`src/rtl/json_string_unescape_utf8_defines.svh`:
```
// assertion macros shared by the json string unescaper rtl
`ifndef JSON_STRING_UNESCAPE_UTF8_DEFINES_SVH
`define JSON_STRING_UNESCAPE_UTF8_DEFINES_SVH

// same-cycle implication, checked while out of reset
`define JSU_ASSERT_NOW(label, ante, cons) \
    label: assert property (@(posedge clk) disable iff (!rst_n) (ante) |-> (cons)) \
        else $error("jsu assertion failed");

// next-cycle implication, checked while out of reset
`define JSU_ASSERT_NEXT(label, ante, cons) \
    label: assert property (@(posedge clk) disable iff (!rst_n) (ante) |=> (cons)) \
        else $error("jsu assertion failed");

`endif

```
`src/rtl/jsu_pkg.sv`:
```
// shared types and constants of the json string unescaper
`default_nettype none

package jsu_pkg;

    localparam int BURST_MAX = 4;

    typedef enum logic [2:0] {
        KIND_DATA    = 3'd0,
        KIND_CLOSED  = 3'd1,
        KIND_NOQUOTE = 3'd2,
        KIND_BADHEX  = 3'd3,
        KIND_UNTERM  = 3'd4
    } kind_t;

    typedef struct packed {
        logic [7:0] data;
        kind_t      kind;
    } res_item_t;

    typedef struct packed {
        logic [2:0]                      n;
        res_item_t [BURST_MAX-1:0]       item;
    } burst_t;

endpackage

`default_nettype wire

```
`src/rtl/jsu_stream_if.sv`:
```
// request channels of the json string unescaper
`default_nettype none

interface jsu_in_if;
    logic       valid;
    logic       ready;
    logic [7:0] in_byte;
    logic       in_last;

    modport source (output valid, output in_byte, output in_last, input ready);
    modport sink (input valid, input in_byte, input in_last, output ready);
endinterface

interface jsu_out_if;
    logic       valid;
    logic       ready;
    logic [7:0] out_byte;
    logic [2:0] kind;
    logic       run_last;

    modport source (output valid, output out_byte, output kind, output run_last,
                    input ready);
    modport sink (input valid, input out_byte, input kind, input run_last,
                  output ready);
endinterface

`default_nettype wire

```
`src/rtl/jsu_decode.sv`:
```
// per-byte decoder: string state and the results one byte causes
`default_nettype none
`include "json_string_unescape_utf8_defines.svh"

module jsu_decode
    import jsu_pkg::*;
(
    input  wire logic       clk,
    input  wire logic       rst_n,
    input  wire logic [7:0] in_byte,
    input  wire logic       in_last,
    input  wire logic       advance,
    output burst_t          burst
);

    typedef enum logic [2:0] {
        MODE_AWAIT  = 3'd0,
        MODE_STRING = 3'd1,
        MODE_ESCAPE = 3'd2,
        MODE_HEX    = 3'd3,
        MODE_SKIP   = 3'd4
    } mode_t;

    localparam logic [7:0] CH_QUOTE  = 8'h22;
    localparam logic [7:0] CH_BSLASH = 8'h5c;
    localparam logic [7:0] CH_U      = 8'h75;

    mode_t       mode_reg, mode_next;
    logic [1:0]  hex_count_reg, hex_count_next;
    logic [15:0] code_accum_reg, code_accum_next;

    logic              term;
    logic [1:0]        main_n;
    logic              extra;
    kind_t             extra_kind;
    logic              hex_ok;
    logic [3:0]        hex_val;
    logic [15:0]       cp;
    res_item_t [BURST_MAX-1:0] items;

    function automatic logic [4:0] hex_digit(input logic [7:0] c);
        logic [4:0] r;
        r = 5'd0;
        if (c >= 8'h30 && c <= 8'h39) begin
            r = {1'b1, c[3:0]};
        end else if ((c >= 8'h61 && c <= 8'h66) || (c >= 8'h41 && c <= 8'h46)) begin
            r = {1'b1, c[3:0] + 4'd9};
        end
        return r;
    endfunction

    function automatic logic [7:0] esc_map(input logic [7:0] c);
        logic [7:0] d;
        unique case (c)
            8'h62:   d = 8'h08;
            8'h66:   d = 8'h0c;
            8'h6e:   d = 8'h0a;
            8'h72:   d = 8'h0d;
            8'h74:   d = 8'h09;
            default: d = c;
        endcase
        return d;
    endfunction

    assign {hex_ok, hex_val} = hex_digit(in_byte);
    assign cp = {code_accum_reg[11:0], hex_val};

    always_comb
    begin
        mode_next       = mode_reg;
        hex_count_next  = hex_count_reg;
        code_accum_next = code_accum_reg;
        term            = 1'b0;
        main_n          = 2'd0;
        extra           = 1'b0;
        extra_kind      = KIND_UNTERM;
        items           = '0;

        unique case (mode_reg)
            MODE_AWAIT:
            begin
                if (in_byte == CH_QUOTE) begin
                    mode_next = MODE_STRING;
                end else begin
                    items[0].kind = KIND_NOQUOTE;
                    main_n        = 2'd1;
                    term          = 1'b1;
                end
            end
            MODE_STRING:
            begin
                if (in_byte == CH_QUOTE) begin
                    items[0].kind = KIND_CLOSED;
                    main_n        = 2'd1;
                    term          = 1'b1;
                end else if (in_byte == CH_BSLASH) begin
                    mode_next = MODE_ESCAPE;
                end else begin
                    items[0].data = in_byte;
                    main_n        = 2'd1;
                end
            end
            MODE_ESCAPE:
            begin
                if (in_byte == CH_U) begin
                    mode_next       = MODE_HEX;
                    hex_count_next  = 2'd0;
                    code_accum_next = 16'd0;
                end else begin
                    mode_next     = MODE_STRING;
                    items[0].data = esc_map(in_byte);
                    main_n        = 2'd1;
                end
            end
            MODE_HEX:
            begin
                if (!hex_ok) begin
                    items[0].kind = KIND_BADHEX;
                    main_n        = 2'd1;
                    term          = 1'b1;
                end else begin
                    code_accum_next = cp;
                    if (hex_count_reg == 2'd3) begin
                        hex_count_next = 2'd0;
                        mode_next      = MODE_STRING;
                        if (cp <= 16'h007f) begin
                            items[0].data = cp[7:0];
                            main_n        = 2'd1;
                        end else if (cp <= 16'h07ff) begin
                            items[0].data = {3'b110, cp[10:6]};
                            items[1].data = {2'b10, cp[5:0]};
                            main_n        = 2'd2;
                        end else begin
                            items[0].data = {4'b1110, cp[15:12]};
                            items[1].data = {2'b10, cp[11:6]};
                            items[2].data = {2'b10, cp[5:0]};
                            main_n        = 2'd3;
                        end
                    end else begin
                        hex_count_next = hex_count_reg + 2'd1;
                    end
                end
            end
            default:
            begin
            end
        endcase

        if (in_last) begin
            if (!term) begin
                if (mode_next == MODE_STRING || mode_next == MODE_ESCAPE) begin
                    extra      = 1'b1;
                    extra_kind = KIND_UNTERM;
                end else if (mode_next == MODE_HEX) begin
                    extra      = 1'b1;
                    extra_kind = KIND_BADHEX;
                end
            end
            mode_next       = MODE_AWAIT;
            hex_count_next  = 2'd0;
            code_accum_next = 16'd0;
        end else if (term) begin
            mode_next       = MODE_SKIP;
            hex_count_next  = 2'd0;
            code_accum_next = 16'd0;
        end

        for (int i = 0; i < BURST_MAX; i++) begin
            if (extra && main_n == i[1:0]) begin
                items[i].data = 8'd0;
                items[i].kind = extra_kind;
            end
        end
    end

    assign burst.item = items;
    assign burst.n    = {1'b0, main_n} + {2'b00, extra};

    always_ff @(posedge clk or negedge rst_n)
    begin
        if (!rst_n) begin
            mode_reg       <= MODE_AWAIT;
            hex_count_reg  <= 2'd0;
            code_accum_reg <= 16'd0;
        end else if (advance) begin
            mode_reg       <= mode_next;
            hex_count_reg  <= hex_count_next;
            code_accum_reg <= code_accum_next;
        end
    end

    // digit count only lives inside a unicode escape
    `JSU_ASSERT_NOW(a_hex_count_mode, mode_reg != MODE_HEX, hex_count_reg == 2'd0)
    // a terminal status in mid-frame drops into discarding
    `JSU_ASSERT_NEXT(a_term_skip, advance && term && !in_last, mode_reg == MODE_SKIP)
    // the frame's last byte always restarts the frame
    `JSU_ASSERT_NEXT(a_last_restart, advance && in_last, mode_reg == MODE_AWAIT)

endmodule

`default_nettype wire

```
`src/rtl/jsu_burst.sv`:
```
// result buffer: holds one byte's results and hands them out one a cycle while pop is held
`default_nettype none
`include "json_string_unescape_utf8_defines.svh"

module jsu_burst
    import jsu_pkg::*;
(
    input  wire logic clk,
    input  wire logic rst_n,
    input  wire logic load,
    input  burst_t    burst,
    input  wire logic pop,
    output logic      free,
    output logic      head_valid,
    output res_item_t head,
    output logic      head_last
);

    logic [2:0]                count_reg, count_next;
    res_item_t [BURST_MAX-1:0] slot_reg, slot_next;

    assign head_valid = (count_reg != 3'd0);
    assign head       = slot_reg[0];
    assign head_last  = (count_reg == 3'd1);
    assign free       = (count_reg == 3'd0) || (count_reg == 3'd1 && pop);

    always_comb
    begin
        count_next = count_reg;
        slot_next  = slot_reg;
        if (load) begin
            count_next = burst.n;
            slot_next  = burst.item;
        end else if (pop) begin
            count_next = count_reg - 3'd1;
            for (int i = 0; i < BURST_MAX - 1; i++) begin
                slot_next[i] = slot_reg[i+1];
            end
        end
    end

    always_ff @(posedge clk or negedge rst_n)
    begin
        if (!rst_n) begin
            count_reg <= 3'd0;
        end else begin
            count_reg <= count_next;
        end
    end

    always_ff @(posedge clk)
    begin
        slot_reg <= slot_next;
    end

    `JSU_ASSERT_NOW(a_count_max, 1'b1, count_reg <= 3'd4)
    // a new burst never overwrites results still owed
    `JSU_ASSERT_NOW(a_load_free, load, count_reg == 3'd0 || (count_reg == 3'd1 && pop))
    // status results carry a zero byte
    `JSU_ASSERT_NOW(a_status_zero, head_valid && head.kind != KIND_DATA, head.data == 8'd0)

endmodule

`default_nettype wire

```
`src/rtl/json_string_unescape_utf8.sv`:
```
// top level of the json string unescaper with utf-8 output
//
//  channel  dir  payload                     handshake
//  in_ch    in   in_byte[8] in_last          valid/ready
//  out_ch   out  out_byte[8] kind[3] run_last valid/ready
//
// one byte enters per cycle while the result buffer is free; its results
// leave one per cycle while out_ch.ready is held, so a byte that yields n
// results (n up to 4) holds back the next byte until its last result leaves
// reset clears the string state and empties the input and result registers
// a one-entry input register lets the input side take one request while the
// results of a burst wait on out_ch.ready
`default_nettype none

module json_string_unescape_utf8
    import jsu_pkg::*;
(
    input wire logic clk,
    input wire logic rst_n,
    jsu_in_if.sink   in_ch,
    jsu_out_if.source out_ch
);

    logic       in_valid_reg;
    logic [7:0] in_byte_reg;
    logic       in_last_reg;

    logic      load;
    logic      pop;
    logic      free;
    logic      head_valid;
    logic      head_last;
    res_item_t head;
    burst_t    burst;

    assign load        = in_valid_reg && free;
    assign in_ch.ready = !in_valid_reg || free;
    assign pop         = head_valid && out_ch.ready;

    always_ff @(posedge clk or negedge rst_n)
    begin
        if (!rst_n) begin
            in_valid_reg <= 1'b0;
        end else if (in_ch.ready) begin
            in_valid_reg <= in_ch.valid;
        end
    end

    always_ff @(posedge clk)
    begin
        if (in_ch.ready && in_ch.valid) begin
            in_byte_reg <= in_ch.in_byte;
            in_last_reg <= in_ch.in_last;
        end
    end

    jsu_decode u_decode (
        .clk     (clk),
        .rst_n   (rst_n),
        .in_byte (in_byte_reg),
        .in_last (in_last_reg),
        .advance (load),
        .burst   (burst)
    );

    jsu_burst u_burst (
        .clk        (clk),
        .rst_n      (rst_n),
        .load       (load),
        .burst      (burst),
        .pop        (pop),
        .free       (free),
        .head_valid (head_valid),
        .head       (head),
        .head_last  (head_last)
    );

    assign out_ch.valid    = head_valid;
    assign out_ch.out_byte = head.data;
    assign out_ch.kind     = head.kind;
    assign out_ch.run_last = head_last;

endmodule

`default_nettype wire

```
`src/flat_wrapper.sv`:
```
// flat-port wrapper written by rule: the top's interface ports become plain ports
module json_string_unescape_utf8_flat import jsu_pkg::*;
  (clk, rst_n, in_ch_valid, in_ch_in_byte, in_ch_in_last, in_ch_ready, out_ch_valid, out_ch_out_byte, out_ch_kind, out_ch_run_last, out_ch_ready);
  jsu_in_if in_ch_i ();
  jsu_out_if out_ch_i ();
  input wire logic clk;
  input wire logic rst_n;
  input wire logic [$bits(in_ch_i.valid)-1:0] in_ch_valid;
  input wire logic [$bits(in_ch_i.in_byte)-1:0] in_ch_in_byte;
  input wire logic [$bits(in_ch_i.in_last)-1:0] in_ch_in_last;
  output wire logic [$bits(in_ch_i.ready)-1:0] in_ch_ready;
  output wire logic [$bits(out_ch_i.valid)-1:0] out_ch_valid;
  output wire logic [$bits(out_ch_i.out_byte)-1:0] out_ch_out_byte;
  output wire logic [$bits(out_ch_i.kind)-1:0] out_ch_kind;
  output wire logic [$bits(out_ch_i.run_last)-1:0] out_ch_run_last;
  input wire logic [$bits(out_ch_i.ready)-1:0] out_ch_ready;
  assign in_ch_i.valid = in_ch_valid;
  assign in_ch_i.in_byte = in_ch_in_byte;
  assign in_ch_i.in_last = in_ch_in_last;
  assign in_ch_ready = in_ch_i.ready;
  assign out_ch_valid = out_ch_i.valid;
  assign out_ch_out_byte = out_ch_i.out_byte;
  assign out_ch_kind = out_ch_i.kind;
  assign out_ch_run_last = out_ch_i.run_last;
  assign out_ch_i.ready = out_ch_ready;
  json_string_unescape_utf8 u_core (.clk(clk), .rst_n(rst_n), .in_ch(in_ch_i), .out_ch(out_ch_i));
endmodule
```
`config.mk`:
```
export PLATFORM = sky130hd
export DESIGN_NAME = json_string_unescape_utf8_flat
export DESIGN_NICKNAME = d
export VERILOG_FILES = /design/src/rtl/jsu_pkg.sv /design/src/rtl/jsu_stream_if.sv /design/src/rtl/jsu_decode.sv /design/src/rtl/jsu_burst.sv /design/src/rtl/json_string_unescape_utf8.sv /design/src/flat_wrapper.sv
export VERILOG_INCLUDE_DIRS = /design/src /design/src/rtl
export SDC_FILE = /design/constraint.sdc
export NUM_CORES = 1
export LEC_CHECK = 0
export BUFFER_PORTS_ARGS = -buffer_cell sky130_fd_sc_hd__buf_2
export CORE_MARGIN = 5
export CORE_UTILIZATION = 45
export CTS_CLUSTER_SIZE = 8
export DETAILED_ROUTE_END_ITERATION = 8
export SLEW_MARGIN = 40
export SYNTH_ARGS = -nofsm -noshare
export SYNTH_HDL_FRONTEND = slang
export SYNTH_HIERARCHICAL = 1
export SYNTH_SLANG_ARGS = --single-unit
```
`constraint.sdc`:
```
create_clock -name clk -period 9.2 [get_ports clk]
set_input_delay 1.84 -clock clk [delete_from_list [all_inputs] [get_ports clk]]
set_output_delay 1.84 -clock clk [all_outputs]
set_load 0.005 [all_outputs]
```
# Word-level counts from Yosys, hierarchy flattened
# Index checks and enable logic that the tools add are counted.
op_classes:
  add_sub_neg: 4
  order_cmp: 8
  eq_ne: 21
  mux: 73
  n_reduce_logical: 23
op_table:
  columns: ["op", "n"]
  rows:
  - ["two-way mux 8 bit", 15]
  - ["two-way mux 33 bit", 2]
  - ["== test 8 x 7 -> 1 bit, second input constant", 7]
  - ["two-way mux 12 bit", 4]
  - ["case mux 8 bit (5 select lines)", 1]
  - ["two-way mux 3 bit", 13]
  - ["two-way mux 11 bit", 3]
  - ["case mux 12 bit (2 select lines)", 1]
  - ["case mux 8 bit (3 select lines)", 1]
  - ["two-way mux 2 bit", 11]
  - [">= comparator 8 x 7 -> 1 bit, second input constant", 2]
  - ["<= comparator 16 x 11 -> 1 bit, second input constant", 1]
  - ["<= comparator 16 x 7 -> 1 bit, second input constant", 1]
  - ["<= comparator 8 x 7 -> 1 bit, second input constant", 2]
  - ["two-way mux 1 bit", 13]
  - ["== test 3 x 2 -> 1 bit, second input constant", 4]
  - ["two-way mux 6 bit", 2]
  - ["case mux 3 bit (4 select lines)", 1]
  - ["logical AND 1 bit", 11]
  - ["two-way mux 5 bit", 2]
  - ["== test 3 x 1 -> 1 bit, second input constant", 3]
  - ["case mux 3 bit (3 select lines)", 1]
  - ["== test 8 x 6 -> 1 bit, second input constant", 1]
  - [">= comparator 8 x 6 -> 1 bit, second input constant", 1]
  - ["other kinds (19)", 26]
word_totals:
  regBits: 74
  in_bits: 13
  word_cells: 144

# Depth between registers and ports, before layout
depth:
  word_depth: 15
  depth_mapped: 11
  mapped_depth_nobuf: 11

# Modules after synthesis
# Netlist, hierarchy kept.
modules_own_cells:
  columns: ["module", "n_inst", "cells_per_inst", "area_per_inst_um2"]
  rows:
  - ["jsu_burst", 1, 116, 2044.5]
  - ["jsu_decode", 1, 233, 1921.8]
  - ["json_string_unescape_utf8", 1, 15, 336.6]

# Worst setup path before layout
# Ideal clock, no wire load.
synth_path:
  path_type: "in2reg"
  start: "in out_ch_ready"
  end: "reg u_core.u_burst.slot_reg, in the netlist u_core/u_burst/head[0], enable pin"
  setup_ns: 0.392
  arrival_time_ns: 3.930
  path_slack_ns: 4.878
  cell_stages: 7
  cell_sequence: "and2_1 > a21oi_1 > nor2_1 > and2_1 > buf_6 > buf_6 > or2_1"
synth_between:
  elab_chain_cells: 5
synth_rtl:
  columns: ["element", "line_no", "text"]
  rows:
  - ["from (decl)", "flat_wrapper.sv:16", "input wire logic [$bits(out_ch_i.ready)-1:0] out_ch_ready;"]
  - ["logical AND 1 bit", "json_string_unescape_utf8.sv:38", "assign pop = head_valid && out_ch.ready;"]
  - ["logical AND 1 bit", "jsu_burst.sv:25", "assign free = (count_reg == 3'd0) || (count_reg == 3'd1 && pop);"]
  - ["logical OR 1 bit", "jsu_burst.sv:25", null]
  - ["named net u_core.free", "json_string_unescape_utf8.sv:30", "logic free;"]
  - ["logical AND 1 bit", "json_string_unescape_utf8.sv:36", "assign load = in_valid_reg && free;"]
  - ["named net u_core.load", "json_string_unescape_utf8.sv:28", "logic load;"]
  - ["nonzero test 2 bit (no source line)", null, null]
  - ["to (signal assigned)", "jsu_burst.sv:53", "slot_reg <= slot_next;"]
  - ["to (decl)", "jsu_burst.sv:20", "res_item_t [BURST_MAX-1:0] slot_reg, slot_next;"]
# The timed path passes the listed nets, and every way through them passes these cells.
# A chain may end at the register's enable or synchronous reset.

# Final worst setup path
layout_path:
  start: "in out_ch_ready"
  end: "out in_ch_ready"
layout_between:
  elab_chain_cells: 4
layout_rtl:
  columns: ["element", "line_no", "text"]
  rows:
  - ["logical AND 1 bit", "json_string_unescape_utf8.sv:38", null]
  - ["named net u_core.pop", "json_string_unescape_utf8.sv:29", "logic pop;"]
  - ["logical AND 1 bit", "jsu_burst.sv:25", null]
  - ["logical OR 1 bit", "jsu_burst.sv:25", null]
  - ["named net u_core.free", "json_string_unescape_utf8.sv:30", null]
  - ["logical OR 1 bit", "json_string_unescape_utf8.sv:37", "assign in_ch.ready = !in_valid_reg || free;"]
  - ["to (decl)", "flat_wrapper.sv:11", "output wire logic [$bits(in_ch_i.ready)-1:0] in_ch_ready;"]
# The timed path passes the listed nets, and every way through them passes these cells.

==> results_dict.tcl <==
set metrics [dict create \
    status "completed" \
    stdcell_count 509 \
    synth_top_cell_by_area "edfxtp_1" \
    r2r-end "u_core/u_decode/code_accum_reg[4]" \
    final-seq-area_um2 2120 \
    fin_crit_sh_pct 48.5 \
    wl_met1_mm 3.85 \
    period_minus_slack_ns 4.46 \
    cts.sinks 74 \
    start_util_pct 46.3 \
    routed.top_layer "met4" \
    yosysWarnings 6 \
    final_max_slew_viol_count 0 \
    avgSynthCellArea_um2 11.8 \
    p_leak_nw 1.80 \
    die-area_um2 11600 \
    drive_gt1_share_pct 27.9 \
    area_delta_synth_final_pct 7.36 \
    required_ns 7.36 \
    rsz0062_at_grt "no" \
    multi_input_area_um2 1900 \
    fin_nets 399 \
    dpl.cell_count 494 \
    dpl.hpwl_mm 5.89 \
    finalWirelength_mm 8.44 \
    cp_common_cell "buf_2" \
    post_drt_wl_per_cell_um 16.6 \
    crit_path_top_delay_cell "and2_1" \
    ys_types 72 \
    wl_met3_um 368 \
    cts_resized 0 \
    end_kind "primary output" \
    wl_met2_mm 4.11 \
    worstPathArrival_ns 2.62 \
    num_antenna_cells 0 \
    cp-start-kind "primary input" \
    io_buffers 26 \
    ys_ff_latch 74 \
    drc_errors 0 \
    synth_enable_flop_cells 53 \
    syn-instance-count 364 \
    clk_pin_slew_ns 0.07 \
    cts_buffer_depth 2 \
    largest_reg_flops 33 \
    worst-path-max-fanout 7 \
    cts_max_level 3 \
    power-per-cell-area_nw_per_um2 305 \
    die_h_um 108 \
    top_level_ports 27 \
    drv_cap 0 \
    vias_per_cell 5.42 \
    first_iter_violations 139 \
    track_usage_pct 15.6 \
    fp.dieW_um 108 \
    relSlewSlack_pct 46.3 \
    gr-total-overflow 0 \
    min_to "u_core/u_decode/hex_count_reg[1]" \
    dr.pass1.iters 5 \
    place.gp.congestion 0.877 \
    reg2reg_from "u_core/u_burst/count_reg[0]" \
    hold_path.class "register to register" \
    post_cts_buffers 0 \
    worst_pin_slew_ns 0.799 \
    fillers 852 \
    min_from "u_core/u_decode/hex_count_reg[1]" \
    path_buf_inv 2 \
    clk_latency_ns 0.35 \
    r2r_cells 11 \
    path_cells "buf_2, and2_1, a21oi_1, nor2_1, nand2b_4, buf_2" \
    root_buffer "clkbuf_8" \
    cts_inserted_buffers 9 \
    grt_antenna_before_repair 0 \
    fmaxAchievable_mhz 224 \
    core-area_um2 9280 \
    ys_seq_area_share_pct 49.2 \
    synth_top_area_share_pct 37.0 \
    ctsHoldBuffers 0 \
    ant_nets 0 \
    max_stage_delay_ns 0.19 \
    grt_max_degree 59 \
    hold-path-cell-count 1 \
    crit_type "primary input to primary output" \
    rows 35 \
    tns_ns 0 \
    hold_viol_final 0 \
    synth_flop_cell "edfxtp_1" \
    grt_pass1_wl_mm 14.0 \
    clock_skew_ns 0.0106 \
    synth_area_leaders "edfxtp_1, dfrtp_1, mux2_2" \
    peakVddDrop_mv 0.295 \
    setup_viol_count_final 0 \
    synth_area_um2 4300 \
    async_flop_share_pct 28.4 \
    grt_pass1_vias 2672 \
    cpLargestDelayFamily "simple AND/OR/NAND/NOR gates" \
    reg2reg_setup_slack_ns 5.97 \
    cts_tree "yes" \
    via_count 2759 \
]
==> where the power goes <==
| part | leakage (nW) | switching (mW) | total, mW | internal, mW |
|---|---|---|---|---|
| combinational | 0.888 | 0.268 | 0.499 | 0.231 |
| sequential | 0.801 | 0.0626 | 0.603 | 0.541 |
| clock | 0.116 | 0.128 | 0.308 | 0.180 |
==> worst max-delay path by stage <==
stage | slack (ns) | cells past startpoint | from | end
finish | 4.74 | 6 | out_ch_ready | in_ch_ready
global route | 4.68 | 6 | out_ch_ready | in_ch_ready
CTS | 4.73 | 6 | out_ch_ready | in_ch_ready
detailed placement | 4.73 | 6 | out_ch_ready | in_ch_ready
global placement | 4.59 | 9 | out_ch_ready | u_core/u_decode/code_accum_reg[2]
floorplan | 4.88 | 7 | out_ch_ready | u_core/u_burst/head[0]
==> final cells by class <==
type,count,share of cell area (%)
Timing Repair Buffer,29,3.30
Inverter,13,1.06
Sequential cell,74,45.8
Tap cell,129,3.49
Clock buffer,9,2.68
Multi-Input combinational cell,249,41.1
Clock inverter,6,2.49
==> per-stage QoR <==
stage | power, mW | hold WS, ns | utilization, % | area [um2] | worst slack [ns]
finish | 1.41 | 0.519 | 49.8 | 4620 | 4.74
global route | 1.50 | 0.534 | 49.8 | 4620 | 4.68
CTS | 1.43 | 0.525 | 49.7 | 4610 | 4.73
detailed placement | 1.12 | 0.507 | 47.1 | 4370 | 4.73
global placement | 1.09 | 0.493 | 46.9 | 4360 | 4.59
floorplan | 1.04 | 0.477 | - | 4360 | 4.88
==> cell usage after synthesis, types with 3 or more instances <==
master / number
nand3_1: 4
and2_1: 6
mux2_4: 4
nor3_1: 17
a21o_1: 3
o21bai_1: 3
nand2_1: 14
nor2_1: 22
ha_1: 10
buf_6: 5
clkbuf_1: 5
nor2b_1: 7
nand2b_1: 8
o22ai_1: 3
a21oi_1: 12
buf_4: 31
o31ai_1: 5
o21ai_0: 9
xnor2_1: 3
mux2_2: 29
inv_1: 13
a22o_2: 8
edfxtp_1: 53
a22o_1: 6
dfrtp_1: 21
nor4_2: 3
==> placed cells by master (no fill, tap or decap), types with 8 or more instances in the layout <==
master,n
edfxtp_1,53
mux2_2,29
buf_2,26
nor2_1,22
dfrtp_1,21
nor3_1,17
conb_1,16
nand2_1,14
inv_1,13
a21oi_1,12
ha_1,10
clkbuf_8,9
o21ai_0,9
nand2b_1,8
a22o_2,8
==> logic make-up after synthesis <==
logic type | share of synthesized area, %
DFF | 49.2
xor gates and xnor gates | 0.611
and+or+nand+nor | 15.2
adders and majority gates | 2.91
other | 0.0872
AOI/OAI and AO/OA | 14.2
muxes | 9.22
buffers and inverters | 8.52
==> per-layer routing <==
| metal | track usage (%) | vias to the layer above |
|---|---|---|
| met1 | 20.5 | 1327 |
| met2 | 25.2 | 70 |
| li1 | - | 1351 |
| met5 | 0 | - |
| met4 | 6.04 | 0 |
| met3 | 3.00 | 11 |
Note: power is estimated with default switching activity, not from simulation.
